File: src/rtl/blm_pkg.sv
// ----------------------------------------------------------------------------
// Block peak level meter package
// Shared types, constants and the level threshold function.
// ----------------------------------------------------------------------------
package blm_pkg;

   localparam int SAMPLE_W     = 16;
   localparam int MAG_W        = 16;
   localparam int LEVEL_W      = 7;
   localparam int LEVEL_STEPS  = 100;
   localparam int BLOCK_LEN_W  = 16;
   localparam int POW_EXP      = 20;
   localparam int POW_W        = 320;
   localparam int SEARCH_STEPS = 16;

   localparam logic [BLOCK_LEN_W-1:0] BLOCK_LEN_RESET = 16'd4410;

   localparam int CSR_ADDR_W = 3;
   localparam int CSR_DATA_W = 32;
   localparam logic CSR_BLOCK_LEN_INDEX = 1'b0;

   typedef struct packed {
      logic [LEVEL_W-1:0] level_percent;
      logic [MAG_W-1:0]   peak_magnitude;
   } result_type;

   // Smallest magnitude p with p^20 >= 2^(3n), that is ceil(2^(0.15n)).
   // Evaluated only at elaboration, with exact integer arithmetic.
   function automatic logic [MAG_W-1:0] level_threshold(input int n);
      logic [POW_W-1:0] target;
      logic [POW_W-1:0] pw;
      logic [MAG_W:0]   lo;
      logic [MAG_W:0]   hi;
      logic [MAG_W:0]   mid;
      target = {{(POW_W-1){1'b0}}, 1'b1} << (3 * n);
      lo = 17'd1;
      hi = 17'd32768;
      for (int it = 0; it < SEARCH_STEPS; it++) begin
         if (lo < hi) begin
            mid = (lo + hi) >> 1;
            pw = {{(POW_W-1){1'b0}}, 1'b1};
            for (int k = 0; k < POW_EXP; k++) begin
               pw = pw * {{(POW_W-MAG_W-1){1'b0}}, mid};
            end
            if (pw >= target) begin
               hi = mid;
            end else begin
               lo = mid + 17'd1;
            end
         end
      end
      return lo[MAG_W-1:0];
   endfunction

endpackage

File: src/rtl/blm_fifo.sv
// ----------------------------------------------------------------------------
// Small register queue
// First-in first-out queue in flip-flops with push/full and pop/empty sides.
// ----------------------------------------------------------------------------
module blm_fifo #(
   parameter int WIDTH      = 16,
   parameter int DEPTH_LOG2 = 2
) (
   input  logic             clock,
   input  logic             reset,
   input  logic             push,
   input  logic [WIDTH-1:0] push_data,
   output logic             full,
   input  logic             pop,
   output logic [WIDTH-1:0] pop_data,
   output logic             empty
);

   localparam int DEPTH = 1 << DEPTH_LOG2;

   logic [WIDTH-1:0]    mem_ff [DEPTH];
   logic [DEPTH_LOG2:0] wr_ptr_ff, wr_ptr_in;
   logic [DEPTH_LOG2:0] rd_ptr_ff, rd_ptr_in;
   logic                do_push, do_pop;

   assign empty    = (wr_ptr_ff == rd_ptr_ff);
   assign full     = (wr_ptr_ff == {~rd_ptr_ff[DEPTH_LOG2], rd_ptr_ff[DEPTH_LOG2-1:0]});
   assign do_push  = push && !full;
   assign do_pop   = pop && !empty;
   assign pop_data = mem_ff[rd_ptr_ff[DEPTH_LOG2-1:0]];

   always_comb begin
      wr_ptr_in = do_push ? wr_ptr_ff + 1'b1 : wr_ptr_ff;
      rd_ptr_in = do_pop  ? rd_ptr_ff + 1'b1 : rd_ptr_ff;
   end

   always_ff @(posedge clock) begin
      if (reset) begin
         wr_ptr_ff <= '0;
         rd_ptr_ff <= '0;
      end else begin
         wr_ptr_ff <= wr_ptr_in;
         rd_ptr_ff <= rd_ptr_in;
      end
   end

   always_ff @(posedge clock) begin
      if (do_push) begin
         mem_ff[wr_ptr_ff[DEPTH_LOG2-1:0]] <= push_data;
      end
   end

endmodule

File: src/rtl/blm_front.sv
// ----------------------------------------------------------------------------
// Level meter front end
// Takes samples, tracks the block peak and count, and queues the finished peak.
// ----------------------------------------------------------------------------
module blm_front import blm_pkg::*; (
   input  logic                   clock,
   input  logic                   reset,
   input  logic                   push,
   input  logic [SAMPLE_W-1:0]    sample,
   input  logic                   queue_full,
   input  logic [BLOCK_LEN_W-1:0] block_len,
   output logic                   peak_push,
   output logic [MAG_W-1:0]       peak_data
);

   logic [MAG_W-1:0]       peak_ff, peak_in;
   logic [BLOCK_LEN_W-1:0] count_ff, count_in;
   logic [MAG_W-1:0]       mag;
   logic [MAG_W-1:0]       peak_max;
   logic [BLOCK_LEN_W:0]   count_next;
   logic [BLOCK_LEN_W:0]   len_full;
   logic                   accept;
   logic                   block_end;

   // A length of zero stands for 65536 samples.
   assign len_full   = {(block_len == '0), block_len};
   assign accept     = push && !queue_full;
   assign mag        = sample[SAMPLE_W-1] ? (~sample + 1'b1) : sample;
   assign peak_max   = (mag > peak_ff) ? mag : peak_ff;
   assign count_next = {1'b0, count_ff} + 1'b1;
   assign block_end  = (count_next >= len_full);
   assign peak_push  = accept && block_end;
   assign peak_data  = peak_max;

   always_comb begin
      peak_in  = peak_ff;
      count_in = count_ff;
      if (accept) begin
         if (block_end) begin
            peak_in  = '0;
            count_in = '0;
         end else begin
            peak_in  = peak_max;
            count_in = count_next[BLOCK_LEN_W-1:0];
         end
      end
   end

   always_ff @(posedge clock) begin
      if (reset) begin
         peak_ff  <= '0;
         count_ff <= '0;
      end else begin
         peak_ff  <= peak_in;
         count_ff <= count_in;
      end
   end

endmodule

File: src/rtl/blm_back.sv
// ----------------------------------------------------------------------------
// Level meter back end
// Compares a block peak with the level thresholds and encodes the level.
// ----------------------------------------------------------------------------
module blm_back import blm_pkg::*; (
   input  logic             clock,
   input  logic             reset,
   input  logic             in_empty,
   input  logic [MAG_W-1:0] in_peak,
   output logic             in_pop,
   input  logic             out_full,
   output logic             out_push,
   output result_type       out_item
);

   logic                   stage_valid_ff, stage_valid_in;
   logic [LEVEL_STEPS-1:0] stage_hit_ff;
   logic [MAG_W-1:0]       stage_peak_ff;
   logic [LEVEL_STEPS-1:0] hit;
   logic                   load;
   logic [LEVEL_W-1:0]     level;

   // One comparator per threshold; the hit vector is a thermometer code.
   for (genvar g = 1; g <= LEVEL_STEPS; g++) begin : g_thresh
      localparam logic [MAG_W-1:0] THRESH = level_threshold(g);
      assign hit[g-1] = (in_peak >= THRESH);
   end

   assign out_push = stage_valid_ff && !out_full;
   assign load     = !in_empty && (!stage_valid_ff || out_push);
   assign in_pop   = load;

   // The level is the position of the top set bit of the thermometer code.
   always_comb begin
      level = '0;
      for (int n = 1; n < LEVEL_STEPS; n++) begin
         if (stage_hit_ff[n-1] && !stage_hit_ff[n]) begin
            level = level | LEVEL_W'(n);
         end
      end
      if (stage_hit_ff[LEVEL_STEPS-1]) begin
         level = level | LEVEL_W'(LEVEL_STEPS);
      end
   end

   assign out_item.level_percent  = level;
   assign out_item.peak_magnitude = stage_peak_ff;

   always_comb begin
      stage_valid_in = stage_valid_ff;
      if (load) begin
         stage_valid_in = 1'b1;
      end else if (out_push) begin
         stage_valid_in = 1'b0;
      end
   end

   always_ff @(posedge clock) begin
      if (reset) begin
         stage_valid_ff <= 1'b0;
      end else begin
         stage_valid_ff <= stage_valid_in;
      end
   end

   always_ff @(posedge clock) begin
      if (load) begin
         stage_hit_ff  <= hit;
         stage_peak_ff <= in_peak;
      end
   end

endmodule

File: src/rtl/block_peak_log_level_meter.sv
// ----------------------------------------------------------------------------
// Block peak log level meter
// Measures the peak of each block of audio samples and reports a 0..100 level.
// ----------------------------------------------------------------------------
// The meter takes one signed 16-bit sample per clock cycle, with no gaps
// needed, and keeps the largest magnitude seen over a block of block_len
// samples (a value of zero means 65536). The sample that completes a block
// yields one result: the peak magnitude (0 to 32768) and the level
// floor(100*log10(peak)/log10(32768)), which is 0 for a silent block. The
// level is exact: it is the number of thresholds ceil(2^(0.15n)), n=1..100,
// that the peak reaches. The front end updates the peak and count for each
// sample; the back end does the 100 threshold compares in a registered stage
// and the level encode on the way into the result queue, so it completes
// one result per cycle while the result queue has room. A result reaches the
// rsp ports through the peak queue, the back-end stage and the result queue.
// The input side stalls only when the peak queue between front and back is
// full, which needs a stalled result side.
// ----------------------------------------------------------------------------
module block_peak_log_level_meter import blm_pkg::*; #(
   parameter int QUEUE_DEPTH_LOG2 = 2
) (
   input  logic                   clock,
   input  logic                   reset,
   // Sample input
   input  logic                   push,
   output logic                   full,
   input  logic [SAMPLE_W-1:0]    req_sample,
   // Result output
   output logic                   empty,
   input  logic                   pop,
   output logic [LEVEL_W-1:0]     rsp_level_percent,
   output logic [MAG_W-1:0]       rsp_peak_magnitude,
   // Configuration
   input  logic                   psel,
   input  logic                   penable,
   input  logic                   pwrite,
   input  logic [CSR_ADDR_W-1:0]  paddr,
   input  logic [CSR_DATA_W-1:0]  pwdata,
   output logic [CSR_DATA_W-1:0]  prdata,
   output logic                   pready
);

   logic [BLOCK_LEN_W-1:0] block_len_ff, block_len_in;
   logic                   csr_index;
   logic                   csr_write;

   logic                   mid_push, mid_full, mid_pop, mid_empty;
   logic [MAG_W-1:0]       mid_push_data, mid_pop_data;

   logic                   out_push, out_full;
   result_type             out_item;
   logic [$bits(result_type)-1:0] out_pop_data;
   result_type             rsp_item;

   // ---------------------------------------------------------------------
   // Configuration register. Registers sit at byte address 4*index, so the
   // index is the address above the byte lane bits.
   // ---------------------------------------------------------------------
   assign pready    = 1'b1;
   assign csr_index = paddr[2];
   assign csr_write = psel && penable && pwrite && pready;

   always_comb begin
      block_len_in = block_len_ff;
      if (csr_write && (csr_index == CSR_BLOCK_LEN_INDEX)) begin
         block_len_in = pwdata[BLOCK_LEN_W-1:0];
      end
   end

   always_ff @(posedge clock) begin
      if (reset) begin
         block_len_ff <= BLOCK_LEN_RESET;
      end else begin
         block_len_ff <= block_len_in;
      end
   end

   // Reads of any index other than block_len return zero.
   assign prdata = (csr_index == CSR_BLOCK_LEN_INDEX) ?
                   {{(CSR_DATA_W-BLOCK_LEN_W){1'b0}}, block_len_ff} : '0;

   // ---------------------------------------------------------------------
   // Front end: peak tracking. The input is held off only while the peak
   // queue has no room, so a block end can always be queued.
   // ---------------------------------------------------------------------
   assign full = mid_full;

   blm_front u_front (
      .clock      (clock),
      .reset      (reset),
      .push       (push),
      .sample     (req_sample),
      .queue_full (mid_full),
      .block_len  (block_len_ff),
      .peak_push  (mid_push),
      .peak_data  (mid_push_data)
   );

   // Queue of finished block peaks between the two halves.
   blm_fifo #(
      .WIDTH      (MAG_W),
      .DEPTH_LOG2 (QUEUE_DEPTH_LOG2)
   ) u_peak_queue (
      .clock     (clock),
      .reset     (reset),
      .push      (mid_push),
      .push_data (mid_push_data),
      .full      (mid_full),
      .pop       (mid_pop),
      .pop_data  (mid_pop_data),
      .empty     (mid_empty)
   );

   // ---------------------------------------------------------------------
   // Back end: threshold compare and level encode.
   // ---------------------------------------------------------------------
   blm_back u_back (
      .clock    (clock),
      .reset    (reset),
      .in_empty (mid_empty),
      .in_peak  (mid_pop_data),
      .in_pop   (mid_pop),
      .out_full (out_full),
      .out_push (out_push),
      .out_item (out_item)
   );

   // Result queue; its head drives the rsp ports.
   blm_fifo #(
      .WIDTH      ($bits(result_type)),
      .DEPTH_LOG2 (QUEUE_DEPTH_LOG2)
   ) u_result_queue (
      .clock     (clock),
      .reset     (reset),
      .push      (out_push),
      .push_data (out_item),
      .full      (out_full),
      .pop       (pop),
      .pop_data  (out_pop_data),
      .empty     (empty)
   );

   assign rsp_item           = result_type'(out_pop_data);
   assign rsp_level_percent  = rsp_item.level_percent;
   assign rsp_peak_magnitude = rsp_item.peak_magnitude;

   // ---------------------------------------------------------------------
   // Assertions
   // ---------------------------------------------------------------------
   // A block end is never offered to a full peak queue.
   assert property (@(posedge clock) disable iff (reset) mid_push |-> !mid_full)
      else $error("block peak dropped at full peak queue");

   // The back end only pushes a result when the result queue has room.
   assert property (@(posedge clock) disable iff (reset) out_push |-> !out_full)
      else $error("result pushed into full result queue");

   // The level never exceeds full scale.
   assert property (@(posedge clock) disable iff (reset)
      !empty |-> (rsp_level_percent <= LEVEL_W'(LEVEL_STEPS)))
      else $error("level above full scale");

   // A silent block reads as level zero, and a full scale peak as the top level.
   assert property (@(posedge clock) disable iff (reset)
      (!empty && (rsp_peak_magnitude == '0)) |-> (rsp_level_percent == '0))
      else $error("silent block with nonzero level");

   assert property (@(posedge clock) disable iff (reset)
      (!empty && (rsp_peak_magnitude == 16'd32768)) |->
      (rsp_level_percent == LEVEL_W'(LEVEL_STEPS)))
      else $error("full scale peak without top level");

   // Nothing is waiting on the result side right after reset.
   assert property (@(posedge clock) disable iff (reset) $past(reset) |-> empty)
      else $error("result queue not empty after reset");

endmodule
File: config.mk
export PLATFORM = sky130hd
export DESIGN_NAME = block_peak_log_level_meter
export DESIGN_NICKNAME = d
export VERILOG_FILES = /design/src/rtl/blm_pkg.sv /design/src/rtl/blm_fifo.sv /design/src/rtl/blm_front.sv /design/src/rtl/blm_back.sv /design/src/rtl/block_peak_log_level_meter.sv
export SDC_FILE = /design/constraint.sdc
export NUM_CORES = 1
export LEC_CHECK = 0
export ABC_AREA = 1
export BUFFER_PORTS_ARGS = -buffer_cell sky130_fd_sc_hd__buf_2
export CAP_MARGIN = 5
export CORE_MARGIN = 2
export CORE_UTILIZATION = 66
export DETAILED_ROUTE_END_ITERATION = 10
export PLACE_DENSITY_LB_ADDON = 0.2
export SYNTH_ARGS = -nofsm -noshare
export SYNTH_HDL_FRONTEND = slang
export SYNTH_SLANG_ARGS = --single-unit
File: constraint.sdc
create_clock -name clock -period 20.1 [get_ports clock]
set_clock_uncertainty 0.05 [all_clocks]
set_input_delay 5.025 -clock clock [delete_from_list [all_inputs] [get_ports clock]]
set_output_delay 5.025 -clock clock [all_outputs]
set_load 0.005 [all_outputs]
### Yosys cells after proc, flatten, opt, wreduce, memory -nomap -nowiden

Memories as Yosys holds them, arrays and structs flattened. A register that Yosys moved wholly into a read port is not among the register bits.
Cells that the tools add are included.

* ROM bits: 0
* memories: 2
* RAM bits: 156
* register bits: 177
* input bits: 58
* bits in latches: 0
* output and inout bits: 58
* word-level logic and storage cells: 450

* muxes and demuxes: 118
* equality and inequality tests: 4
* bitwise gates (word level): 4
* $mul: 0
* reductions and logical operators: 217
* $add $sub $neg: 6
* divide/modulo/power cells: 0
* shift operators: 0
* order comparisons: 89

Memory list
* u_result_queue.mem_ff: depth 4, width 23, read ports 1, clocked after Yosys merged registers in 1, wr ports 1, line blm_fifo.sv:21 `logic [WIDTH-1:0] mem_ff [DEPTH];`
* u_peak_queue.mem_ff: depth 4, width 16, read ports 1, clocked after Yosys merged registers in 1, wr ports 1, line blm_fifo.sv:21

Operators with widths (number)
* 7-bit 2-to-1 mux: 37
* 6-bit 2-to-1 mux: 32
* 16-bit by 10-bit >= comparator with 1-bit output (second input constant): 7
* 16-bit by 11-bit >= comparator with 1-bit output (second input constant): 7
* 16-bit by 13-bit >= comparator with 1-bit output (second input constant): 7
* 16-bit by 14-bit >= comparator with 1-bit output (second input constant): 7
* 16-bit by 4-bit >= comparator with 1-bit output (second input constant): 7
* 16-bit by 5-bit >= comparator with 1-bit output (second input constant): 7
* 16-bit by 7-bit >= comparator with 1-bit output (second input constant): 7
* 16-bit by 8-bit >= comparator with 1-bit output (second input constant): 7
* 16-bit 2-to-1 mux: 7
* 1-bit logical AND: 110
* 1-bit zero test: 104
* 16-bit by 12-bit >= comparator with 1-bit output (second input constant): 6
* 16-bit by 15-bit >= comparator with 1-bit output (second input constant): 6
* 16-bit by 6-bit >= comparator with 1-bit output (second input constant): 6
* 16-bit by 9-bit >= comparator with 1-bit output (second input constant): 6
* 5-bit 2-to-1 mux: 16
* 16-bit by 3-bit >= comparator with 1-bit output (second input constant): 4
* 16-bit by 2-bit >= comparator with 1-bit output (second input constant): 2
* 4-bit 2-to-1 mux: 8
* 16-bit by 1-bit adder with 17-bit output (second input constant): 1
* 17-bit >= comparator: 1
* 16-bit by 1-bit adder with 16-bit output (second input constant): 1
* 12 further kinds: 35

### Longest topological paths before layout

Gate-level depths: netlist of the first run.

* depth after elaboration: 102
* mapped depth: 20
* depth with buffers taken out: 19

### Modules after synthesis

From an unflattened synthesis of the first run, not the netlist that was laid out.

* cell total of the unflattened synthesis: 2062
* area, all modules: 17444.2 um2

Modules (own cells, without submodules)
* blm_back: seq. area each 3113.0 um2, area an instance 6269.8 um2, cells each 862, instances 1
* blm_fifo (u_result_queue): seq. area each 2922.8 um2, area an instance 3941.3 um2, cells each 298, instances 1
* blm_front: seq. area each 640.6 um2, area an instance 3389.5 um2, cells each 524, instances 1
* blm_fifo (u_peak_queue): seq. area each 2082.0 um2, area an instance 2869.0 um2, cells each 228, instances 1
* block_peak_log_level_meter: seq. area each 320.3 um2, area an instance 974.7 um2, cells each 150, instances 1

### Least setup slack after synthesis of the first run

Ideal clock, no wire load.

* path kind: input port to output port
* start point: input paddr[2]
* end point: output prdata[0]
* data arrival time: 5.618 ns
* stages: 3
* required time: 15.025 ns
* buffers on the path: 2
* slack: 9.407 ns
* cells stage by stage: clkbuf_1 -> clkbuf_1 -> nor2_1

* longest elaborated chain between the ends: 1

RTL lines
* start: declaration: line block_peak_log_level_meter.sv:37 `input logic [CSR_ADDR_W-1:0] paddr,`
* 16-bit 2-to-1 mux: line block_peak_log_level_meter.sv:79 `assign prdata = (csr_index == CSR_BLOCK_LEN_INDEX) ?`
* end: declaration: line block_peak_log_level_meter.sv:39 `output logic [CSR_DATA_W-1:0] prdata,`

No other way between the ends.

### Worst setup path after layout of the first run

* start point: input paddr[2]
* end point: output prdata[5]

The elaborated chain is that of the path after synthesis.

==> qor.yml, run 1 <==
status: "finished clean"
htreeDepth: 2
grt_antenna_before_repair: 1
n_antenna_cell: 0
grt_setup_unrepaired: "false"
wl_per_cell_um: 18.9
hold_end: "u_front.peak_ff[6]"
post-dp-hpwl_um: 30600
synth_cells: 1823
drtIter0Drc: 1275
crit_required_ns: 15.03
design.core.area_um2: 24400
grt.overflow.total: 0
grt_use_total_pct: 32.8
cp_max_fo: 17
power_w: 0.00236
root_buffer: "clkbuf_16"
ctsLongestPathBuffers: 3
portBuffers: 80
worstRegToRegCells: 16
endpoint_kind: "output port"
place_congestion: 0.992
die_y_um: 162
r2r-start: "u_front.count_ff[0]"
cts_sinks: 324
syn_area_um2: 16400
dp.cells: 2186
avgSynthCellArea_um2: 9.00
peakVddDrop_mv: 0.103
fin_crit_ns: 10.61
synth.area.top_cells: "edfxtp_1 (47%), nand2_1 (9.1%), dfxtp_1 (7.9%)"
synthArstFlopShare_pct: 0
stdcell_area_um2: 18200
die-width_um: 162
clk_pin_slew_ns: 0.05
seq_power_share_pct: 39.7
yosysWarnings: 0
die-area_um2: 26100
area_delta_synth_final_pct: 10.7
critical_path_class: "in2out"
yosysSeqAreaShare_pct: 55.3
p_int_w: 0.00148
startpoint_type: "primary input"
fin_ws_ns: 9.49
min_from: "u_front.peak_ff[6]"
fin_cells: 2248
power.leakage_nw: 7.34
postCtsHoldBufs: 0
final_common_cell: "nand2_1"
worst_slew_pin_slew_ns: 1.14
synth_area_leader_cell: "edfxtp_1"
drt.antenna.violating_nets: 0
fin_crit_sh_pct: 52.8
cts-buffers-inserted: 34
power_frac_comb_pct: 33.2
relSlewSlack_pct: 23.6
start_util_pct: 67.3
vias: 13113
cts_setup_buffers: 0
via_per_inst: 5.83
r2r_end: "u_peak_queue.mem_ff[2][4]"
setup_viol_count_final: 0
hold_path_class: "reg2reg"
swShare_pct: 37.5
ys_ff_latch: 324
max_freq_mhz: 94.2
ioPinCount: 116
switchingPower_w: 0.000885
n_fill_cell: 1696
drc_errors: 0
cts_resized: 0
dr.pass1.iters: 7
clk_latency_ns: 0.52
num_rows: 57
powerDensity_nw_per_um2: 130
tns_ns: 0
p_clk_share_pct: 27.1
placed_area_um2: 17000
whs_path_depth: 2
arrival_ns: 5.54
cts_tree: "done"
synth_top_area_share_pct: 47.4
synth_cell_types: 48
synthFlopType: "edfxtp_1"
grt_pass1_wl_um: 66200
grt_start_max_net_pins: 91
fin_nets: 2001
r2r_setup_slack_ns: 15.66
drive_above_1_share_pct: 11.3
layout_common_cells: "nand2_1 (397), edfxtp_1 (259), inv_1 (225), nor2_1 (173), o21ai_0 (117)"
wirelength_um: 42500
drv_slew: 0
hold_violations: 0
place_ws_ns: 9.50
synth_edf_count: 259
cap_violations: 0
grt_pass1_vias: 12693
==> through the flow <==
stage	hold slack, ns	utilization (%)
6_report	0.421	74.4
5_1_grt	0.437	74.4
4_1_cts	0.421	74.4
3_5_place_dp	0.410	69.7
3_3_place_gp	0.402	69.7
2_1_floorplan	0.392	-
==> registers in the layout, summed over array words and instances (netlist names), named ones only <==
signal / flops
block_len_ff: 16
u_peak_queue.wr_ptr_ff: 3
u_result_queue.rd_ptr_ff: 3
u_back.stage_hit_ff: 87
u_peak_queue.mem_ff: 64
u_back.stage_peak_ff: 16
u_back.stage_valid_ff: 1
u_result_queue.mem_ff: 92
u_front.peak_ff: 16
u_result_queue.wr_ptr_ff: 3
u_front.count_ff: 16
u_peak_queue.rd_ptr_ff: 3
==> critical path, stage by stage <==
cell and delay [ns]:
buf_2 0.27, nor2_1 0.10, buf_2 0.14
==> Yosys cell counts, types with 3 or more instances <==
cell type	count
nand3_1	113
nand2_1	397
xor2_1	13
nor3_1	30
nand2_2	13
nor4_1	12
buf_6	5
and2_1	16
clkbuf_1	28
o2111ai_1	11
nor3_2	3
nand4_1	26
inv_1	225
ha_1	45
nor2_1	182
o211ai_1	16
or2_2	12
o21ai_1	13
buf_2	10
a21oi_1	96
xnor2_1	9
dfxtp_1	65
edfxtp_1	259
nor2_4	7
buf_4	22
nand3b_1	6
o21ai_0	117
nand2_4	5
inv_2	13
o22ai_1	24
nor2_2	9
==> routing by layer <==
metal  track usage (%)  routed length (um)  vias to the layer above
met5                 0                  11                        -
met4              13.8                1890                        2
met3              4.37                2580                      125
met2              57.9               21600                      584
met1              40.9               16500                     6145
li1                  -                   -                     6257
==> power by group through the flow <==
stage               logic [W]  registers, W  clock network (W)
global route         0.000854      0.000947           0.000666
detailed placement   0.000759      0.000950                  0
floorplan            0.000516      0.000951                  0
global placement     0.000747      0.000944                  0
CTS                  0.000765      0.000937           0.000641
finish               0.000783      0.000938           0.000640
==> cell type report <==
cell class | count | area, um^2 | area share (%)
inverters | 240 | 903 | 4.98
flip-flops and latches | 324 | 9080 | 50.0
multi-input cells | 1208 | 6140 | 33.8
clock inverters | 18 | 216 | 1.19
clock buffers | 44 | 941 | 5.18
well taps | 324 | 405 | 2.23
repair buffers | 90 | 475 | 2.62
==> kinds of logic after synthesis <==
kind of cell	after synthesis	share of synthesized area [%]
xor+xnor	22	1.17
fa+ha+maj	45	3.43
buf+inv	306	7.82
compound gates	288	9.65
other cells	2	0.0458
simple gates	836	22.5
flops	324	55.3
==> worst max-delay path by stage <==
| stage | depth (start not counted) | end | startpoint | slack, ns |
|---|---|---|---|---|
| 6_report | 3 | prdata[5] | paddr[2] | 9.49 |
| 5_1_grt | 3 | prdata[2] | paddr[2] | 9.45 |
| 4_1_cts | 3 | prdata[5] | paddr[2] | 9.50 |
| 3_5_place_dp | 3 | prdata[2] | paddr[2] | 9.50 |
| 3_3_place_gp | 3 | prdata[1] | paddr[2] | 9.54 |
| 2_1_floorplan | 3 | prdata[0] | paddr[2] | 9.41 |
Note: power is estimated with default switching activity, not from simulation.
==> run 2: changes to the inputs <==
Settings changed: ABC_AREA 1 to 0, CORE_UTILIZATION 66 to 61.
Clock period 20.1 ns to 10.77 ns, I/O delays scaled along.
==> run 2 against run 1 <==
Net effect: synthesized cell count down 26%; sequential share of layout area grew 2.4 points; largest power group unchanged; flip-flop and latch count stayed put.
==> qor.yml, run 2 <==
relSlewSlack_pct: 30.2  # +6.6 points
drt.antenna.violating_nets: 0  # unchanged
area_delta_synth_final_pct: 11.7
r2r-start: "u_front.count_ff[0]"
critical_path_class: "in2reg"
root_buffer: "clkbuf_16"
cap_violations: 0  # unchanged
hold_end: "u_front.count_ff[1]"
synth_area_leader_cell: "edfxtp_1"
cts_resized: 0  # unchanged
design.core.area_um2: 25100  # +2.9%
ioPinCount: 116  # unchanged
ctsLongestPathBuffers: 3  # unchanged
post-dp-hpwl_um: 26000  # -15%
synthTopCellsByCount: "edfxtp_1 (259), nand2_1 (156), nor2_1 (110)"
synthArstFlopShare_pct: 0  # unchanged
yosysSeqAreaShare_pct: 58.5  # +3.2 points
grt_pass1_vias: 10400  # -18%
peakVddDrop_mv: 0.147  # +43%
grt_setup_unrepaired: "false"
whs_path_depth: 2  # unchanged
cts-buffers-inserted: 35  # +2.9%
cts_sinks: 324  # unchanged
startpoint_type: "primary input"
fin_cells: 1788  # -20%
tns_ns: 0  # unchanged
powerDensity_nw_per_um2: 178  # +37%
endpoint_kind: "flop"
drive_above_1_share_pct: 14.7  # +3.4 points
r2r_end: "u_peak_queue.mem_ff[2][10]"
grt_antenna_before_repair: 0  # -1
fin_util_pct: 69.0  # -5.5 points
fin_crit_sh_pct: 63.1
crit_required_ns: 11.16  # -3.87 ns
yosysMostFrequentCell: "edfxtp_1"
n_fill_cell: 1910  # +13%
status: "finished clean"
drc_errors: 0  # unchanged
yosysWarnings: 0  # unchanged
power.leakage_nw: 6.02  # -18%
min_from: "u_front.count_ff[1]"
arrival_ns: 7.19  # +1.65 ns
synth_top_area_share_pct: 50.1  # +2.7 points
largest_reg_flops: 92  # unchanged
synth.area.top_cells: "edfxtp_1 (50%), dfxtp_1 (8.4%), mux4_2 (4.9%)"
num_rows: 58  # +1.8%
drv_slew: 0  # unchanged
n_antenna_cell: 0  # unchanged
cts_tree: "done"
dp.cells: 1724  # -21%
layout_common_cells: "edfxtp_1 (259), nand2_1 (156), nor2_1 (110), o21ai_0 (92), inv_1 (83)"
grt_use_total_pct: 28.3  # -4.5 points
wl_per_cell_um: 20.8  # +9.7%
syn_area_um2: 15500  # -5.5%
synthFlopType: "edfxtp_1"
place_ws_ns: 3.49  # -6.01 ns
synth_cells: 1352  # -26%
die-width_um: 163  # +1.1%
hold_violations: 0  # unchanged
clk_latency_ns: 0.52  # about the same
wirelength_um: 37100  # -13%
dr.pass1.iters: 6  # -1
cp_max_fo: 33  # +16
postCtsHoldBufs: 0  # unchanged
die-area_um2: 26700  # +2.2%
start_util_pct: 61.8  # -5.5 points
avgSynthCellArea_um2: 11.5  # +27%
clk_pin_slew_ns: 0.05  # about the same
r2r_setup_slack_ns: 5.45  # -10.21 ns
portBuffers: 80  # unchanged
setup_viol_count_final: 0  # unchanged
fin_crit_ns: 6.80
synth_cell_types: 70  # +46%
max_freq_mhz: 147
via_per_inst: 6.03  # +3.3%
vias: 10776  # -18%
fin_nets: 1534  # -23%
power_w: 0.00308  # +30%
worst_slew_pin_slew_ns: 1.05  # -0.0918 ns
grt.overflow.total: 0  # unchanged
drtIter0Drc: 1251  # -1.9%
final_common_cell: "edfxtp_1"
hold_path_class: "reg2reg"
htreeDepth: 2  # unchanged
grt_start_max_net_pins: 80  # -12%
fin_ws_ns: 3.97  # -5.52 ns
place_congestion: 0.960  # -3.3%
cts_setup_buffers: 0  # unchanged
ys_ff_latch: 324  # unchanged
grt_pass1_wl_um: 57300  # -13%
die_y_um: 163  # +1.1%
synth_edf_count: 259  # unchanged
worstRegToRegCells: 15  # -1
-- run 2: changes by cell type after synthesis, moves of 23 or more --
cell      previous run  this run
nand2b_1             0        24
inv_1              225        83
o21ai_0            117        92
a21oi_1             96        68
nand2_1            397       156
nand3_1            113        39
nor2_1             182       110
mux4_2               0        34
o22ai_1             24         1
-- run 2: logic make-up (layout without fill, tap and decap cells) --
group | count (synthesis) | count (layout) | synth area share, %
xor gates and xnor gates | 41 | 41 | 2.31
AOI/OAI and AO/OA | 260 | 260 | 10.2
buffers and inverters | 157 | 248 | 4.36
other | 2 | 17 | 0.0484
DFF | 324 | 324 | 58.5
muxes | 54 | 54 | 6.28
and+or+nand+nor | 469 | 469 | 14.6
adders and majority gates | 45 | 45 | 3.63
-- run 2: stage by stage --
stage               hold slack [ns]  cell area [um^2]
floorplan                     0.395             15600
global placement              0.407             16200
detailed placement            0.419             16200
CTS                           0.427             17300
global route                  0.451             17300
finish                        0.422             17300
-- run 2: area by class of cell --
class	instances	area (um^2)	area share, %
sequential	324	9080	52.4
multi-input combinational	886	5840	33.7
clock buffer	44	941	5.43
timing repair buffer	95	513	2.96
tap	330	413	2.38
inverter	89	337	1.94
clock inverter	20	203	1.17
-- run 2: power breakdown --
part	total [W]	switching, W	internal, W
clock network	0.00119	0.000487	0.000699
logic	0.000430	0.000294	0.000137
registers	0.00146	0.0000265	0.00144
total	0.00308	0.000807	0.00227
-- run 2: worst max path at each step --
| stage | to | slack [ns] | start | cells after the start |
|---|---|---|---|---|
| floorplan | u_peak_queue.rd_ptr_ff[2] | 4.10 | u_result_queue.wr_ptr_ff[0] | 6 |
| global placement | u_front.peak_ff[15] | 3.57 | req_sample[4] | 15 |
| detailed placement | u_front.peak_ff[15] | 3.49 | req_sample[4] | 15 |
| CTS | u_front.peak_ff[11] | 4.02 | req_sample[4] | 15 |
| global route | u_front.peak_ff[8] | 3.56 | req_sample[4] | 15 |
| finish | u_front.peak_ff[11] | 3.97 | req_sample[4] | 15 |
-- run 2: critical path, cell delays in order --
cell and delay, ns:
buf_2 0.11, or3_1 0.40, nor4_1 0.27, nand2b_1 0.15, o41ai_1 0.42, xnor2_1 0.17
ha_1 0.35, nand4_1 0.18, nor4_1 0.48, a21boi_0 0.24, o31a_1 0.86, nor4bb_2 0.40
buf_4 0.27, a22oi_1 0.09, nor2_1 0.10
-- run 2: per-layer routing --
layer  up-vias  share of wire, %  wire [um]  global-route usage (%)
li1       5083                 -          -                       -
met2       425                48      17900                    47.1
met3       104               5.3       1970                    3.63
met4         0               4.4       1650                    12.1
met1      5164                42      15600                    37.7
met5         -                 0          0                       0
